### src/design/shp_pkg.sv
// Shared types and constants of the 3x3 cross sharpen block.
package shp_pkg;

    localparam int MAX_WIDTH  = 1024;
    localparam int MAX_HEIGHT = 4096;
    localparam int CHANNELS   = 3;
    localparam int CH_W       = 8;
    localparam int CH_FIELDS  = 3;
    localparam int COL_W      = 10;
    localparam int ROW_W      = 12;
    localparam int WIDTH_W    = 11;
    localparam int HEIGHT_W   = 13;
    localparam int ADDR_W     = $clog2(MAX_WIDTH);
    localparam int PIX_W      = CHANNELS * CH_W;
    localparam int IN_DATA_W  = CH_FIELDS * CH_W;
    localparam int OUT_DATA_W = 48;
    localparam int QDEPTH     = 8;
    localparam int QPTR_W     = $clog2(QDEPTH);
    localparam int QCNT_W     = $clog2(QDEPTH + 1);
    localparam int PADDR_W    = 3;

    localparam logic [WIDTH_W-1:0]  WIDTH_RESET  = WIDTH_W'(640);
    localparam logic [HEIGHT_W-1:0] HEIGHT_RESET = HEIGHT_W'(480);
    localparam logic [WIDTH_W-1:0]  WIDTH_MIN    = WIDTH_W'(3);
    localparam logic [WIDTH_W-1:0]  WIDTH_MAX    = WIDTH_W'(MAX_WIDTH);
    localparam logic [HEIGHT_W-1:0] HEIGHT_MIN   = HEIGHT_W'(3);
    localparam logic [HEIGHT_W-1:0] HEIGHT_MAX   = HEIGHT_W'(MAX_HEIGHT);

    // register index, taken from paddr[2]
    localparam logic REG_WIDTH  = 1'b0;
    localparam logic REG_HEIGHT = 1'b1;

    // result slots one input can produce, in emission order
    localparam int SLOT_CENTRE       = 0;
    localparam int SLOT_RIGHT        = 1;
    localparam int SLOT_BOTTOM       = 2;
    localparam int SLOT_BOTTOM_RIGHT = 3;
    localparam int SLOTS             = 4;

    typedef logic [CHANNELS-1:0][CH_W-1:0] pix_t;

    typedef struct packed {
        pix_t centre;
        pix_t left;
        pix_t right;
        pix_t up;
        pix_t down;
    } taps_t;

    typedef struct packed {
        pix_t               pix;
        logic [COL_W-1:0]   col;
        logic [ROW_W-1:0]   row;
        logic [SLOTS-1:0]   mask;
    } rec_t;

endpackage

### src/design/shp_resq.sv
// Result queue: holds per-input records and expands each into its result transfers.
module shp_resq
(
    input  logic                              clk,
    input  logic                              rst_n,
    input  logic                              push,
    input  shp_pkg::rec_t                     push_rec,
    input  logic [shp_pkg::COL_W-1:0]         last_col,
    output logic [shp_pkg::QCNT_W-1:0]        count,
    output logic                              m_axis_tvalid,
    input  logic                              m_axis_tready,
    output logic [shp_pkg::OUT_DATA_W-1:0]    m_axis_tdata, // chan_zero_out, chan_one_out, chan_two_out, pixel_column, pixel_row, zero pad
    output logic                              m_axis_tlast
);

    shp_pkg::rec_t                q_mem [shp_pkg::QDEPTH];
    logic [shp_pkg::QPTR_W-1:0]   wr_ptr_reg;
    logic [shp_pkg::QPTR_W-1:0]   wr_ptr_next;
    logic [shp_pkg::QPTR_W-1:0]   rd_ptr_reg;
    logic [shp_pkg::QPTR_W-1:0]   rd_ptr_next;
    logic [shp_pkg::QCNT_W-1:0]   count_reg;
    logic [shp_pkg::QCNT_W-1:0]   count_next;
    logic [shp_pkg::SLOTS-1:0]    done_reg;
    logic [shp_pkg::SLOTS-1:0]    done_next;
    logic                         out_valid_reg;
    logic                         out_valid_next;
    shp_pkg::pix_t                out_pix_reg;
    logic [shp_pkg::COL_W-1:0]    out_col_reg;
    logic [shp_pkg::ROW_W-1:0]    out_row_reg;
    logic                         out_last_reg;

    shp_pkg::rec_t                head;
    logic [shp_pkg::SLOTS-1:0]    rem;
    logic [shp_pkg::SLOTS-1:0]    sel;
    logic                         load;
    logic                         pop;
    logic                         sel_last;
    shp_pkg::pix_t                sel_pix;
    logic [shp_pkg::COL_W-1:0]    sel_col;
    logic [shp_pkg::ROW_W-1:0]    sel_row;

    assign head     = q_mem[rd_ptr_reg];
    assign rem      = head.mask & ~done_reg;
    assign sel      = rem & (~rem + shp_pkg::SLOTS'(1));
    assign sel_last = (rem & ~sel) == '0;
    assign load     = (count_reg != '0) && (!out_valid_reg || m_axis_tready);
    assign pop      = load && sel_last;

    always_comb
    begin
        sel_pix = '0;
        sel_col = head.col;
        sel_row = head.row;
        priority if (sel[shp_pkg::SLOT_CENTRE])
        begin
            sel_pix = head.pix;
        end
        else if (sel[shp_pkg::SLOT_RIGHT])
        begin
            sel_col = last_col;
        end
        else if (sel[shp_pkg::SLOT_BOTTOM])
        begin
            sel_row = head.row + shp_pkg::ROW_W'(1);
        end
        else
        begin
            sel_col = last_col;
            sel_row = head.row + shp_pkg::ROW_W'(1);
        end
    end

    always_comb
    begin
        wr_ptr_next = wr_ptr_reg;
        rd_ptr_next = rd_ptr_reg;
        count_next  = count_reg;
        done_next   = done_reg;
        if (push)
        begin
            wr_ptr_next = (wr_ptr_reg == shp_pkg::QPTR_W'(shp_pkg::QDEPTH - 1)) ?
                          '0 : wr_ptr_reg + shp_pkg::QPTR_W'(1);
        end
        if (load)
        begin
            done_next = done_reg | sel;
        end
        if (pop)
        begin
            rd_ptr_next = (rd_ptr_reg == shp_pkg::QPTR_W'(shp_pkg::QDEPTH - 1)) ?
                          '0 : rd_ptr_reg + shp_pkg::QPTR_W'(1);
            done_next   = '0;
        end
        unique case ({push, pop})
            2'b10:   count_next = count_reg + shp_pkg::QCNT_W'(1);
            2'b01:   count_next = count_reg - shp_pkg::QCNT_W'(1);
            default: count_next = count_reg;
        endcase
        out_valid_next = load || (out_valid_reg && !m_axis_tready);
    end

    always_ff @(posedge clk)
    begin
        if (push)
        begin
            q_mem[wr_ptr_reg] <= push_rec;
        end
        if (load)
        begin
            out_pix_reg  <= sel_pix;
            out_col_reg  <= sel_col;
            out_row_reg  <= sel_row;
            out_last_reg <= sel_last;
        end
    end

    always_ff @(posedge clk or negedge rst_n)
    begin
        if (!rst_n)
        begin
            wr_ptr_reg    <= '0;
            rd_ptr_reg    <= '0;
            count_reg     <= '0;
            done_reg      <= '0;
            out_valid_reg <= 1'b0;
        end
        else
        begin
            wr_ptr_reg    <= wr_ptr_next;
            rd_ptr_reg    <= rd_ptr_next;
            count_reg     <= count_next;
            done_reg      <= done_next;
            out_valid_reg <= out_valid_next;
        end
    end

    genvar k;
    generate
        for (k = 0; k < shp_pkg::CH_FIELDS; k++)
        begin : g_chan
            if (k < shp_pkg::CHANNELS)
            begin : g_used
                assign m_axis_tdata[k*shp_pkg::CH_W +: shp_pkg::CH_W] = out_pix_reg[k];
            end
            else
            begin : g_unused
                assign m_axis_tdata[k*shp_pkg::CH_W +: shp_pkg::CH_W] = '0;
            end
        end
    endgenerate

    localparam int COL_LO = shp_pkg::CH_FIELDS * shp_pkg::CH_W;
    localparam int ROW_LO = COL_LO + shp_pkg::COL_W;
    localparam int PAD_LO = ROW_LO + shp_pkg::ROW_W;

    assign m_axis_tdata[COL_LO +: shp_pkg::COL_W]                  = out_col_reg;
    assign m_axis_tdata[ROW_LO +: shp_pkg::ROW_W]                  = out_row_reg;
    assign m_axis_tdata[shp_pkg::OUT_DATA_W-1:PAD_LO]              = '0;
    assign m_axis_tvalid = out_valid_reg;
    assign m_axis_tlast  = out_last_reg;
    assign count         = count_reg;

`ifndef SYNTHESIS
    a_count_bound: assert property (@(posedge clk) disable iff (!rst_n)
        count_reg <= shp_pkg::QCNT_W'(shp_pkg::QDEPTH))
        else $error("result queue count beyond depth");

    a_push_room: assert property (@(posedge clk) disable iff (!rst_n)
        push |-> count_reg != shp_pkg::QCNT_W'(shp_pkg::QDEPTH))
        else $error("push into full result queue");

    a_head_live: assert property (@(posedge clk) disable iff (!rst_n)
        count_reg != '0 |-> (head.mask != '0) && ((done_reg & ~head.mask) == '0))
        else $error("head record has no pending result");
`endif

endmodule

### config.mk
export PLATFORM = sky130hd
export DESIGN_NAME = shp_resq
export DESIGN_NICKNAME = d
export VERILOG_FILES = /design/src/design/shp_pkg.sv /design/src/design/shp_resq.sv
export SDC_FILE = /design/constraint.sdc
export NUM_CORES = 1
export LEC_CHECK = 0
export BUFFER_PORTS_ARGS = -buffer_cell sky130_fd_sc_hd__buf_2
export CAP_MARGIN = 5
export CORE_ASPECT_RATIO = 0.9
export CORE_MARGIN = 4
export CORE_UTILIZATION = 61
export CTS_BUF_LIST = sky130_fd_sc_hd__clkbuf_8
export DETAILED_ROUTE_END_ITERATION = 6
export PLACE_DENSITY = 0.86
export SKIP_LAST_GASP = 1
export SYNTH_ARGS = -nofsm -noshare
export SYNTH_HDL_FRONTEND = slang
export SYNTH_SLANG_ARGS = --single-unit
export TNS_END_PERCENT = 1
### constraint.sdc
create_clock -name clk -period 9.5 [get_ports clk]
set_input_delay 0.475 -clock clk [delete_from_list [all_inputs] [get_ports clk]]
set_output_delay 0.475 -clock clk [all_outputs]
set_load 0.02 [all_outputs]
==> metrics.cfg <==
[cells_and_area]
drive_above_1_share_pct=33.14
syn_to_final_growth_pct=12.90
fin_nets=1045
nFillCells=1652
largest_reg_flops=400

[drt]
wl_mm=33.26
postRouteAntennaNets=0
vias=8362
drc_errors=0
firstDrtPassIters=5
drt-vias-per-instance=6.038
drt_iter0_drc=762
wl_per_cell_um=24.01

[clocking]
post_cts_resized=0
htree_levels=3
root_buffer=clkbuf_8
tritoncts=done
clk_latency_ns=0.59
cts_buffers=70
cts_max_path_buffers=3
clk_pin_slew_ns=0.06
clock-sinks=462
post-cts-setup-buffers=0

[timing]
fin_skew_ns=0.02955
tns_ns=0
max-slew-margin-rel_pct=33.97
hold_viol_final=0
fin_crit_sh_pct=47.76
period_minus_slack_ns=4.537
rsz0062_at_grt=no
clock.fmax_mhz=220.4
final_max_slew_viol_count=0
finalSetupViolCount=0
tightest_slew_ns=0.9905

[critical_path]
crit_type=reg2reg
critPathLaunchType=register
end_kind=register
worstPathRequired_ns=9.96
crit_arrival_ns=5.00
crit_path_max_fanout=60

[yosys]
synthTopCellsByCount=edfxtp_1 (447), mux4_2 (92), mux2i_1 (49)
synth.cell_area_um2=17760
synth_area_leaders=edfxtp_1 (76%), mux4_2 (12%), mux2i_1 (2.8%)
ys_async_sr_fraction_pct=3.247
synthCells=807
synth_top_area_share_pct=75.58
yosysWarnings=0
yosys.area.top_type=edfxtp_1
avgSynthCellArea_um2=22.01
synth_edf_count=447
synth_seq_area_share_pct=77.69
yosys.cell_types.count=50
yosysMostFrequentCell=edfxtp_1
ys_ff_latch=462
synthFlopType=edfxtp_1

[power]
clkPwrFrac_pct=23.5
finalPower_w=0.006332
p_switching_w=0.002019
seq_power_share_pct=46.4
power_density_nw_per_um2=315.8
ir_drop_v=0.0001937
p_comb_share_pct=30.0
power.internal_w=0.004313
leakagePower_nw=6.890
p_sw_share_pct=31.88

[die]
initial_core_util_pct=62.75
die_w_um=187.9
core_um2=28300
io_pins=118
die-area_um2=31910
die_y_um=169.9
row_count=58

[grt]
antenna_found_initial=6
grt_use_total_pct=21.24
grt_pass1_wl_mm=51.25
grt_max_degree=61
overflow=0
grt_pass1_vias=8864

[placed_design]
gp_congestion=0.7307
numPortBuffers=115
post-dp-hpwl_mm=17.65

[outcome]
status=complete, no violations

[min_path]
min_path_type=in2reg

[run]
cap_violations=0

-- area by class of cell --
type	instances	area (um2)	share of cell area (%)
antenna	2	5.005	0.02496
clock inverter	51	284.0	1.417
multi-input combinational	303	3805	18.98
clock buffer	72	991.0	4.942
sequential	462	13810	68.87
tap	360	450.4	2.246
timing repair buffer	129	683.2	3.407
inverter	6	22.52	0.1123
-- worst paths after layout --
check,startpoint,to,slack [ns],depth (start not counted)
worst min register to register,count[3],count[3],0.49,1
worst max register to register,rd_ptr_reg[1],count[3],4.96,13
worst min-delay path,m_axis_tready,m_axis_tvalid,0.10,2
min in group asynchronous,rst_n,wr_ptr_reg[2],0.33,2
max in group asynchronous,rst_n,rd_ptr_reg[2],8.86,2
worst max-delay path,rd_ptr_reg[1],count[3],4.96,13
-- kinds of logic (layout without fill, tap and decap cells) --
logic type / Yosys count / in the layout / synth area share (%)
other: 1 / 4 / 0.02112
buffers and inverters: 43 / 258 / 1.296
adders and majority gates: 9 / 9 / 0.6764
DFF: 462 / 462 / 77.69
xor gates and xnor gates: 14 / 14 / 0.6904
muxes: 157 / 157 / 15.95
and+or+nand+nor: 90 / 90 / 2.438
AOI/OAI and AO/OA: 31 / 31 / 1.233
-- what timing repair did --
item,4_1_cts,5_1_grt
setup endpoints to repair,0,0
hold buffers,1,0
hold endpoints to repair,15,0
-- cells in the final DEF, fill, tap and decap left out, types with 13 or more instances in the layout --
cell type,instances
nand2_1,20
edfxtp_1,447
o21ai_0,14
clkbuf_8,72
buf_2,115
clkinv_1,17
buf_4,13
nor2_1,34
mux4_2,92
mux2i_1,49
inv_1,26
-- power groups by stage --
stage | Sequential (W) | Combinational, W | Clock, W
6_report | 0.00294 | 0.00190 | 0.00149
5_1_grt | 0.00298 | 0.00205 | 0.00163
4_1_cts | 0.00295 | 0.00193 | 0.00152
3_5_place_dp | 0.00298 | 0.00191 | 0
3_3_place_gp | 0.00296 | 0.00187 | 0
2_1_floorplan | 0.00301 | 0.00136 | 0
-- layer usage --
metal  routed length, um  part of all wire [%]  track usage, %  vias to the layer above
li1                    -                     -               -                     3651
met1               13670                    41           30.09                     4313
met2               16480                    50           34.27                      323
met3                2410                   7.2           4.471                       67
met4                 638                   1.9           6.765                        8
met5                  50                  0.15               0                        -
-- through the flow --
stage / hold slack [ns] / area (um2) / std cells / utilization, % / setup slack [ns]
after detailed placement: 0.4046 / 18760 / 1259 / 66.29 / 4.937
after CTS: 0.07672 / 20050 / 1383 / 70.83 / 4.903
after global routing: 0.1008 / 20050 / 1384 / 70.84 / 4.666
after floorplan: 0.1794 / 17760 / 808 / - / 4.195
after global placement: 0.3979 / 18760 / 1259 / 66.29 / 5.000
final: 0.1037 / 20050 / 1385 / 70.84 / 4.963
-- critical path: stages (launching register included) --
cell	delay (ns)
dfrtp_4	0.83
buf_4	0.75
and2b_1	0.27
a2111oi_2	0.40
or4_4	0.50
o2111ai_1	0.28
nand2_4	0.22
ha_1	0.22
ha_1	0.24
a21o_1	0.18
a21oi_1	0.16
xnor2_1	0.13
nor2_1	0.06
xor2_1	0.14
Note: power is estimated with default switching activity, not from simulation.
