[src/design/shp_pkg.sv]
// Shared types and constants of the 3x3 cross sharpen block.
package shp_pkg;

    localparam int MAX_WIDTH  = 1024;
    localparam int MAX_HEIGHT = 4096;
    localparam int CHANNELS   = 3;
    localparam int CH_W       = 8;
    localparam int CH_FIELDS  = 3;
    localparam int COL_W      = 10;
    localparam int ROW_W      = 12;
    localparam int WIDTH_W    = 11;
    localparam int HEIGHT_W   = 13;
    localparam int ADDR_W     = $clog2(MAX_WIDTH);
    localparam int PIX_W      = CHANNELS * CH_W;
    localparam int IN_DATA_W  = CH_FIELDS * CH_W;
    localparam int OUT_DATA_W = 48;
    localparam int QDEPTH     = 8;
    localparam int QPTR_W     = $clog2(QDEPTH);
    localparam int QCNT_W     = $clog2(QDEPTH + 1);
    localparam int PADDR_W    = 3;

    localparam logic [WIDTH_W-1:0]  WIDTH_RESET  = WIDTH_W'(640);
    localparam logic [HEIGHT_W-1:0] HEIGHT_RESET = HEIGHT_W'(480);
    localparam logic [WIDTH_W-1:0]  WIDTH_MIN    = WIDTH_W'(3);
    localparam logic [WIDTH_W-1:0]  WIDTH_MAX    = WIDTH_W'(MAX_WIDTH);
    localparam logic [HEIGHT_W-1:0] HEIGHT_MIN   = HEIGHT_W'(3);
    localparam logic [HEIGHT_W-1:0] HEIGHT_MAX   = HEIGHT_W'(MAX_HEIGHT);

    // register index, taken from paddr[2]
    localparam logic REG_WIDTH  = 1'b0;
    localparam logic REG_HEIGHT = 1'b1;

    // result slots one input can produce, in emission order
    localparam int SLOT_CENTRE       = 0;
    localparam int SLOT_RIGHT        = 1;
    localparam int SLOT_BOTTOM       = 2;
    localparam int SLOT_BOTTOM_RIGHT = 3;
    localparam int SLOTS             = 4;

    typedef logic [CHANNELS-1:0][CH_W-1:0] pix_t;

    typedef struct packed {
        pix_t centre;
        pix_t left;
        pix_t right;
        pix_t up;
        pix_t down;
    } taps_t;

    typedef struct packed {
        pix_t               pix;
        logic [COL_W-1:0]   col;
        logic [ROW_W-1:0]   row;
        logic [SLOTS-1:0]   mask;
    } rec_t;

endpackage

[src/design/shp_lane.sv]
// One channel of the cross sharpen: 5*centre minus four neighbors, clamped to 0..255.
module shp_lane
(
    input  logic [shp_pkg::CH_W-1:0] centre,
    input  logic [shp_pkg::CH_W-1:0] left,
    input  logic [shp_pkg::CH_W-1:0] right,
    input  logic [shp_pkg::CH_W-1:0] up,
    input  logic [shp_pkg::CH_W-1:0] down,
    output logic [shp_pkg::CH_W-1:0] sharp
);

    logic [shp_pkg::CH_W+2:0]        five;
    logic [shp_pkg::CH_W+1:0]        around;
    logic signed [shp_pkg::CH_W+3:0] diff;

    always_comb
    begin
        five   = {1'b0, centre, 2'b00} + {3'b000, centre};
        around = {2'b00, left} + {2'b00, right} + {2'b00, up} + {2'b00, down};
        diff   = $signed({1'b0, five}) - $signed({2'b00, around});
        priority if (diff < 0)
        begin
            sharp = '0;
        end
        else if (diff > $signed({4'b0000, {shp_pkg::CH_W{1'b1}}}))
        begin
            sharp = '1;
        end
        else
        begin
            sharp = diff[shp_pkg::CH_W-1:0];
        end
    end

endmodule

[config.mk]
export PLATFORM = sky130hd
export DESIGN_NAME = shp_lane
export DESIGN_NICKNAME = d
export VERILOG_FILES = /design/src/design/shp_pkg.sv /design/src/design/shp_lane.sv
export SDC_FILE = /design/constraint.sdc
export NUM_CORES = 1
export LEC_CHECK = 0
export BUFFER_PORTS_ARGS = -buffer_cell sky130_fd_sc_hd__buf_2
export CORE_UTILIZATION = 35
export DETAILED_ROUTE_END_ITERATION = 8
export PLACE_DENSITY = 0.58
export SLEW_MARGIN = 20
export SYNTH_ARGS = -nofsm -noshare
export SYNTH_HDL_FRONTEND = slang
export SYNTH_SLANG_ARGS = --single-unit
[constraint.sdc]
create_clock -name vclk -period 4.25
set_clock_uncertainty 0.05 [all_clocks]
set_input_delay 0.425 -clock vclk [all_inputs]
set_output_delay 0.425 -clock vclk [all_outputs]
set_load 0.02 [all_outputs]
==> flow_summary_export.csv, run 1 <==
group,metric,value,unit
run_status,status,"finished, violations left",
run_status,violations_in_the_final_reports,"setup timing",
sta,timing.final.setup_violations,1,
detailed_routing,vias,1256,
global_route,grt_max_degree,9,
worst_hold_path,min_path_type,"in2out",
die,initial_utilization,0.377,
die,floorplan.die_area,4350,µm²
setup_path,most_repeated_library_cell_on_the_critical_path,"fa_1",
global_route,grt.total_usage,0.131,
die,ios,48,
sta,setup_ws,-7.32,ps
setup_path,criticalPathCategory,"in2out",
cts,hold_fix_buffer_count_after_cts,0,
detailed_routing,dr.pass1.iters,3,
die,core_region_area,3800,µm²
sta,final-max-slew-violation-count,0,
global_route,via_count_of_the_first_global_routing_pass,1285,
cells_and_area,layout.nets,327,
cells_and_area,final_cell_area,2010,µm²
power,vdd_drop_max,0.225,mV
logic_synthesis,postSynthAreaPerCell,8.19,µm²
logic_synthesis,synth_top_cells_by_count,"inv_1 (78), fa_1 (30), a21oi_1 (16)",
sta,unrepaired_setup_endpoints_after_global_routing,"yes",
detailed_routing,viasPerCell,4.36,
cells_and_area,syn2layout_area_growth,40.0,%
logic_synthesis,netlist_area,1430,µm²
setup_path,cp_top_family,"adder cells",
logic_synthesis,synthMostInstantiatedCell,"inv_1",
detailed_routing,route.top_layer_used,"met3",
logic_synthesis,seq_area_frac_synth,0,
setup_path,slowest_stage_cell_cp,"fa_1",
global_route,antenna_violations_before_repair,0,
global_route,grt_pass1_wl,4720,µm
cells_and_area,layout.clock_buffers,0,
cells_and_area,seqCellArea,0,µm²
detailed_routing,route.detailed.drc,0,
logic_synthesis,yosysTopAreaCell,"fa_1",
logic_synthesis,synthesized_instance_count,175,
flow_run,max_cap_viol_count,0,
detailed_routing,wl_met3,84,µm
placement,hpwl,2250,µm
placement,dpl_worst_slack,-268,ps
sta,fin_hold_ws,1410,ps
detailed_routing,drtAntennaViolNets,0,
sta,time_the_worst_path_needs_with_i_o_delays_and_setup,4260,ps
logic_synthesis,yosys_warnings,0,
setup_path,startpoint_type,"input pin",
detailed_routing,first_iter_violations,6,
sta,timing.final.crit_share,1.00,
die,die_w,66.0,µm
power,power.total,1.26,mW
setup_path,worst_path_largest_cell_delay,490,ps
cells_and_area,n_sequential_cell,0,
setup_path,setup.worst_path.end_class,"primary output",
logic_synthesis,synth.top_cells.by_area,"fa_1 (42%), inv_1 (20%), ha_1 (13%), a21oi_1 (5.6%), xnor2_1 (5.5%)",
setup_path,worst_ep_arrival_time,3780,ps
cells_and_area,fin_cells,288,
setup_path,crit_required,3770,ps
placement,placed_area,1850,µm²
logic_synthesis,post_synth_num_cell_types,21,
setup_path,timing.critical_path.fanout_max,8,
detailed_routing,detail_route.wl_per_cell,8.70,µm
logic_synthesis,syn_nets,260,
placement,dpl.cell_count,286,
placement,gp_routability_congestion,0.725,
logic_synthesis,synth_top_area_frac,0.419,
worst_hold_path,hold_path_startpoint,"centre[0]",
placement,placement.io_buffers,48,
sta,slew_headroom,0.818,
power,p_leak,1.14,nW
detailed_routing,wl_met2,1380,µm
sta,final_hold_viol_count,0,
worst_hold_path,whs_path_depth,5,
power,p_per_area,629,nW/µm²
cells_and_area,antenna-diode-count,0,
worst_hold_path,worst_hold_path.endpoint,"sharp[0]",
cells_and_area,proportion_of_layout_cells_with_a_drive_suffix_above_1,0.383,
detailed_routing,detail_route.wirelength.met1,1040,µm
setup_path,worstPathCellList,"buf_6 > inv_2 > fa_1 > fa_1 > inv_1 > fa_1 > inv_2 > fa_2 > a211oi_2 > o21ai_2 > a221oi_2 > xnor2_1 > nor3_4 > buf_12 > a21oi_1 > buf_4",
detailed_routing,total_wirelength,2510,µm
sta,worst_pin_slew,272,ps
die,fp-row-count,22,
die,die_height,66.0,µm
setup_path,timing.critical_path.buf_inv,6,
sta,maxClockFrequency,235,MHz
global_route,gr-total-overflow,0,
cells_and_area,filler_cell_count,384,
-- placed cells by master, fill, tap and decap left out, drive strengths merged --
master,synthesis,layout
a21oi,16,16
xor2,2,2
fa,30,30
inv,78,78
mux2i,1,1
a221oi,1,1
a211oi,1,1
nor2,2,2
a21o,3,3
ha,15,15
o21ai,3,3
nand3,3,3
o211ai,2,2
o22ai,1,1
o21bai,1,1
a31oi,1,1
xnor2,9,9
nor3,1,1
o21a,1,1
buf,0,65
nand2,4,4
-- layout make-up --
class              instances  area (µm²)  area share
inverters                 78         293       0.146
multi-input cells         97        1230       0.615
repair buffers            65         419       0.209
well taps                 48        60.1      0.0299
-- kinds of logic after synthesis --
group,share of synthesized area
XOR/XNOR,0.0673
adder cells (fa/ha/maj),0.550
AO/OA/AOI/OAI,0.134
multiplexers,0.00699
AND/OR/NAND/NOR,0.0376
buffers and inverters,0.204
-- worst max-delay path by stage --
stage / start / end / slack, ps / cells after the start
after floorplan: right[1] / sharp[0] / -90 / 13
after global placement: right[1] / sharp[1] / -230 / 15
after detailed placement: right[1] / sharp[5] / -270 / 15
after CTS: down[2] / sharp[5] / 5 / 15
after global routing: left[5] / sharp[1] / -180 / 16
final: right[1] / sharp[1] / -7 / 16
-- tightest hold or removal path: stages --
cell and delay [ps]:
buf_2 160, ha_1 160, inv_1 40, a21oi_1 110
buf_4 150
-- through the flow --
step                 util  setup TNS, ps
finish              0.528          -7.32
global route        0.528          -1190
CTS                 0.509              0
detailed placement  0.486          -2090
global placement    0.486          -1870
floorplan               -           -582
-- where the power goes --
part           internal, mW  switching [mW]  total (mW)
logic                 0.636           0.626        1.26
registers                 0               0           0
clock network             0               0           0
total                 0.636           0.626        1.26
-- timing repair --
item / CTS / global route
buffers inserted: 1 / 2
endpoints found under the setup margin: 8 / 8
pin swaps: 30 / 17
gates resized for setup: 15 / 19
gates cloned: 0 / 0
-- layer usage --
| metal | track usage | up-vias |
|---|---|---|
| met2 | 0.283 | 23 |
| li1 | - | 636 |
| met5 | 0 | - |
| met3 | 0 | 0 |
| met1 | 0.147 | 597 |
| met4 | 0 | 0 |
Note: power is estimated with default switching activity, not from simulation.
==> run 2: changes to the inputs <==
--- a/config.mk
+++ b/config.mk
@@ -5,10 +5,11 @@
 export SDC_FILE = /design/constraint.sdc
 export NUM_CORES = 1
 export LEC_CHECK = 0
+export ABC_AREA = 1
 export BUFFER_PORTS_ARGS = -buffer_cell sky130_fd_sc_hd__buf_2
 export CORE_UTILIZATION = 35
 export DETAILED_ROUTE_END_ITERATION = 8
-export PLACE_DENSITY = 0.58
+export PLACE_DENSITY = 0.57
 export SLEW_MARGIN = 20
 export SYNTH_ARGS = -nofsm -noshare
 export SYNTH_HDL_FRONTEND = slang
==> run 2 against run 1 <==
The flow now finishes without violations. Global-route usage up 0.15 points. Via count rose by 15%. Count of clock-buffer cells in the layout unchanged. Die area grew 11%. Combinational power shrank 4%. Fmax rose by 5.4%. Cell area grew 3.6%. Worst setup slack improved by 220 ps. Area after synthesis grew 12%. Cell count up 15%. Sequential cell count did not move. Non-clock buffer count decreased by 13.
==> flow_summary_export.csv, run 2 <==
group,metric,value,unit
logic_synthesis,yosys_warnings,0,
die,fp-row-count,24,
power,p_leak,1.23,nW
sta,fin_hold_ws,1380,ps
logic_synthesis,synth_top_area_frac,0.375,
sta,unrepaired_setup_endpoints_after_global_routing,"no",
setup_path,slowest_stage_cell_cp,"fa_1",
global_route,via_count_of_the_first_global_routing_pass,1462,
sta,summed_negative_setup_slack_over_all_endpoints,0,ps
power,p_per_area,581,nW/µm²
logic_synthesis,netlist_area,1600,µm²
die,ios,48,
setup_path,startpoint_type,"input pin",
setup_path,timing.critical_path.fanout_max,8,
die,die_height,69.6,µm
setup_path,worst_ep_arrival_time,3560,ps
placement,hpwl,2680,µm
cts,hold_fix_buffer_count_after_cts,0,
setup_path,setup.worst_path.end_class,"primary output",
flow_run,max_cap_viol_count,0,
detailed_routing,detail_route.wl_per_cell,8.89,µm
cells_and_area,syn2layout_area_growth,29.9,%
global_route,grt-busiest-layer,"met2",
die,core_region_area,4380,µm²
power,power_switching_share,0.573,
sta,slew_headroom,0.724,
detailed_routing,dr.pass1.iters,5,
sta,timing.final.crit_share,0.950,
power,power_frac_clock,0,
detailed_routing,drtAntennaViolNets,0,
setup_path,crit_required,3770,ps
setup_path,worstPathCellList,"buf_2 > inv_1 > fa_1 > fa_1 > inv_1 > fa_1 > inv_1 > ha_4 > nand2_2 > nor2_2 > nand3_2 > nand3_1 > nand2_1 > nand2_2 > nand3_4 > nor2_2 > nor2_1 > buf_4",
global_route,antenna_violations_before_repair,0,
logic_synthesis,synth_top_cells_by_count,"inv_1 (86), nand2_1 (33), fa_1 (30)",
logic_synthesis,synthesized_instance_count,227,
power,power.net_switching,0.692,mW
cells_and_area,mostFrequentLayoutCells,"inv_1 (86), buf_2 (46), nand2_1 (29), fa_1 (29), nor2_1 (14)",
power,vdd_drop_max,0.188,mV
setup_path,criticalPathCategory,"in2out",
cells_and_area,antenna-diode-count,0,
global_route,gr-usage-met2,0.270,
sta,maxClockFrequency,248,MHz
global_route,globalRouteMet3Util,0.00291,
sta,worst_pin_slew,409,ps
detailed_routing,total_wirelength,2940,µm
sta,setup_ws,212,ps
logic_synthesis,postSynthAreaPerCell,7.05,µm²
die,floorplan.die_area,4850,µm²
placement,placement.io_buffers,48,
setup_path,timing.critical_path.buf_inv,5,
cells_and_area,layout.clock_buffers,0,
detailed_routing,viasPerCell,4.35,
setup_path,cp_top_family,"adder cells",
sta,final_hold_viol_count,0,
cells_and_area,n_sequential_cell,0,
cells_and_area,layout.nets,366,
run_status,status,"completed",
logic_synthesis,synthMostInstantiatedCell,"inv_1",
logic_synthesis,seq_area_frac_synth,0,
logic_synthesis,syn_nets,312,
power,share_seq_of_total_power,0,
detailed_routing,first_iter_violations,31,
setup_path,worst_path_largest_cell_delay,550,ps
global_route,gr-total-overflow,0,
power,p_int,0.516,mW
die,die_w,69.6,µm
placement,placed_area,1910,µm²
placement,gp_routability_congestion,0.800,
cells_and_area,proportion_of_layout_cells_with_a_drive_suffix_above_1,0.312,
placement,dpl_worst_slack,29.5,ps
detailed_routing,vias,1440,
global_route,grt_max_degree,9,
logic_synthesis,synth.top_cells.by_area,"fa_1 (38%), inv_1 (20%), ha_1 (12%), nand2_1 (7.7%), nor2_1 (4.7%)",
logic_synthesis,yosysTopAreaCell,"fa_1",
sta,final-max-slew-violation-count,0,
logic_synthesis,post_synth_num_cell_types,24,
cells_and_area,seqCellArea,0,µm²
global_route,grt_pass1_wl,5590,µm
worst_hold_path,min_path_type,"in2out",
cells_and_area,final_cell_area,2080,µm²
sta,time_the_worst_path_needs_with_i_o_delays_and_setup,4040,ps
global_route,gr_met1_demand_resource,0.163,
power,combinationalPowerShare,1.000,
sta,timing.final.setup_violations,0,
die,initial_utilization,0.365,
detailed_routing,route.detailed.drc,0,
cells_and_area,mostFrequentLayoutCell,"inv_1",
global_route,grt.total_usage,0.132,
## run 2: changes by cell type after synthesis, sizes merged, moves of 2 or more
cell / previous run / this run
inv: 78 / 87
o21ai: 3 / 1
nand2: 4 / 37
a21oi: 16 / 8
nor2: 2 / 23
xnor2: 9 / 4
o211ai: 2 / 0
a21o: 3 / 1
nand3: 3 / 10
nand4: 0 / 2
## run 2: layer usage
layer  vias to the layer above  routed length [µm]
met5                         -                   0
met4                         0                   0
met3                         0                  72
li1                        746                   -
met1                       669                1290
met2                        25                1580
## run 2: area by class of cell
| cell class | count | area [µm²] |
|---|---|---|
| fill | 470 | 2310 |
| multi-input combinational | 140 | 1410 |
| inverter | 87 | 327 |
| timing repair buffer | 52 | 275 |
| tap | 52 | 65.1 |
## run 2: logic make-up after synthesis
family | after synthesis | synth area share
xor+xnor | 7 | 0.0383
compound gates | 12 | 0.0453
mux | 1 | 0.00626
fa+ha+maj | 45 | 0.493
simple gates | 75 | 0.213
buf+inv | 87 | 0.204
## run 2: through the flow
stage | power, mW | std cells | utilization
global placement | 0.994 | 327 | 0.435
global route | 1.38 | 331 | 0.474
detailed placement | 0.995 | 327 | 0.435
finish | 1.21 | 331 | 0.474
CTS | 1.00 | 327 | 0.435
floorplan | 0.791 | 227 | -
## run 2: repair_timing
| action | 4_1_cts | 5_1_grt |
|---|---|---|
| setup buffers | 0 | 4 |
| hold endpoints to repair | 0 | 0 |
| endpoints found under the setup margin | 0 | 8 |
| resized for setup | 0 | 31 |
## run 2: worst paths after layout
check	to	from	depth (start not counted)
worst max-delay path	sharp[0]	right[3]	18
worst min-delay path	sharp[0]	centre[0]	5
## run 2: power groups by stage
| stage | Sequential, mW | Combinational, mW | Clock, mW |
|---|---|---|---|
| global route | 0 | 1.38 | 0 |
| global placement | 0 | 0.994 | 0 |
| detailed placement | 0 | 0.995 | 0 |
| CTS | 0 | 1.00 | 0 |
| floorplan | 0 | 0.791 | 0 |
| finish | 0 | 1.21 | 0 |
## run 2: worst min-delay path, delay by kind of cell
family | cells | cell delay (ps)
buffers and inverters | 2 | 300
adders and majority gates | 1 | 160
and+or+nand+nor | 2 | 100
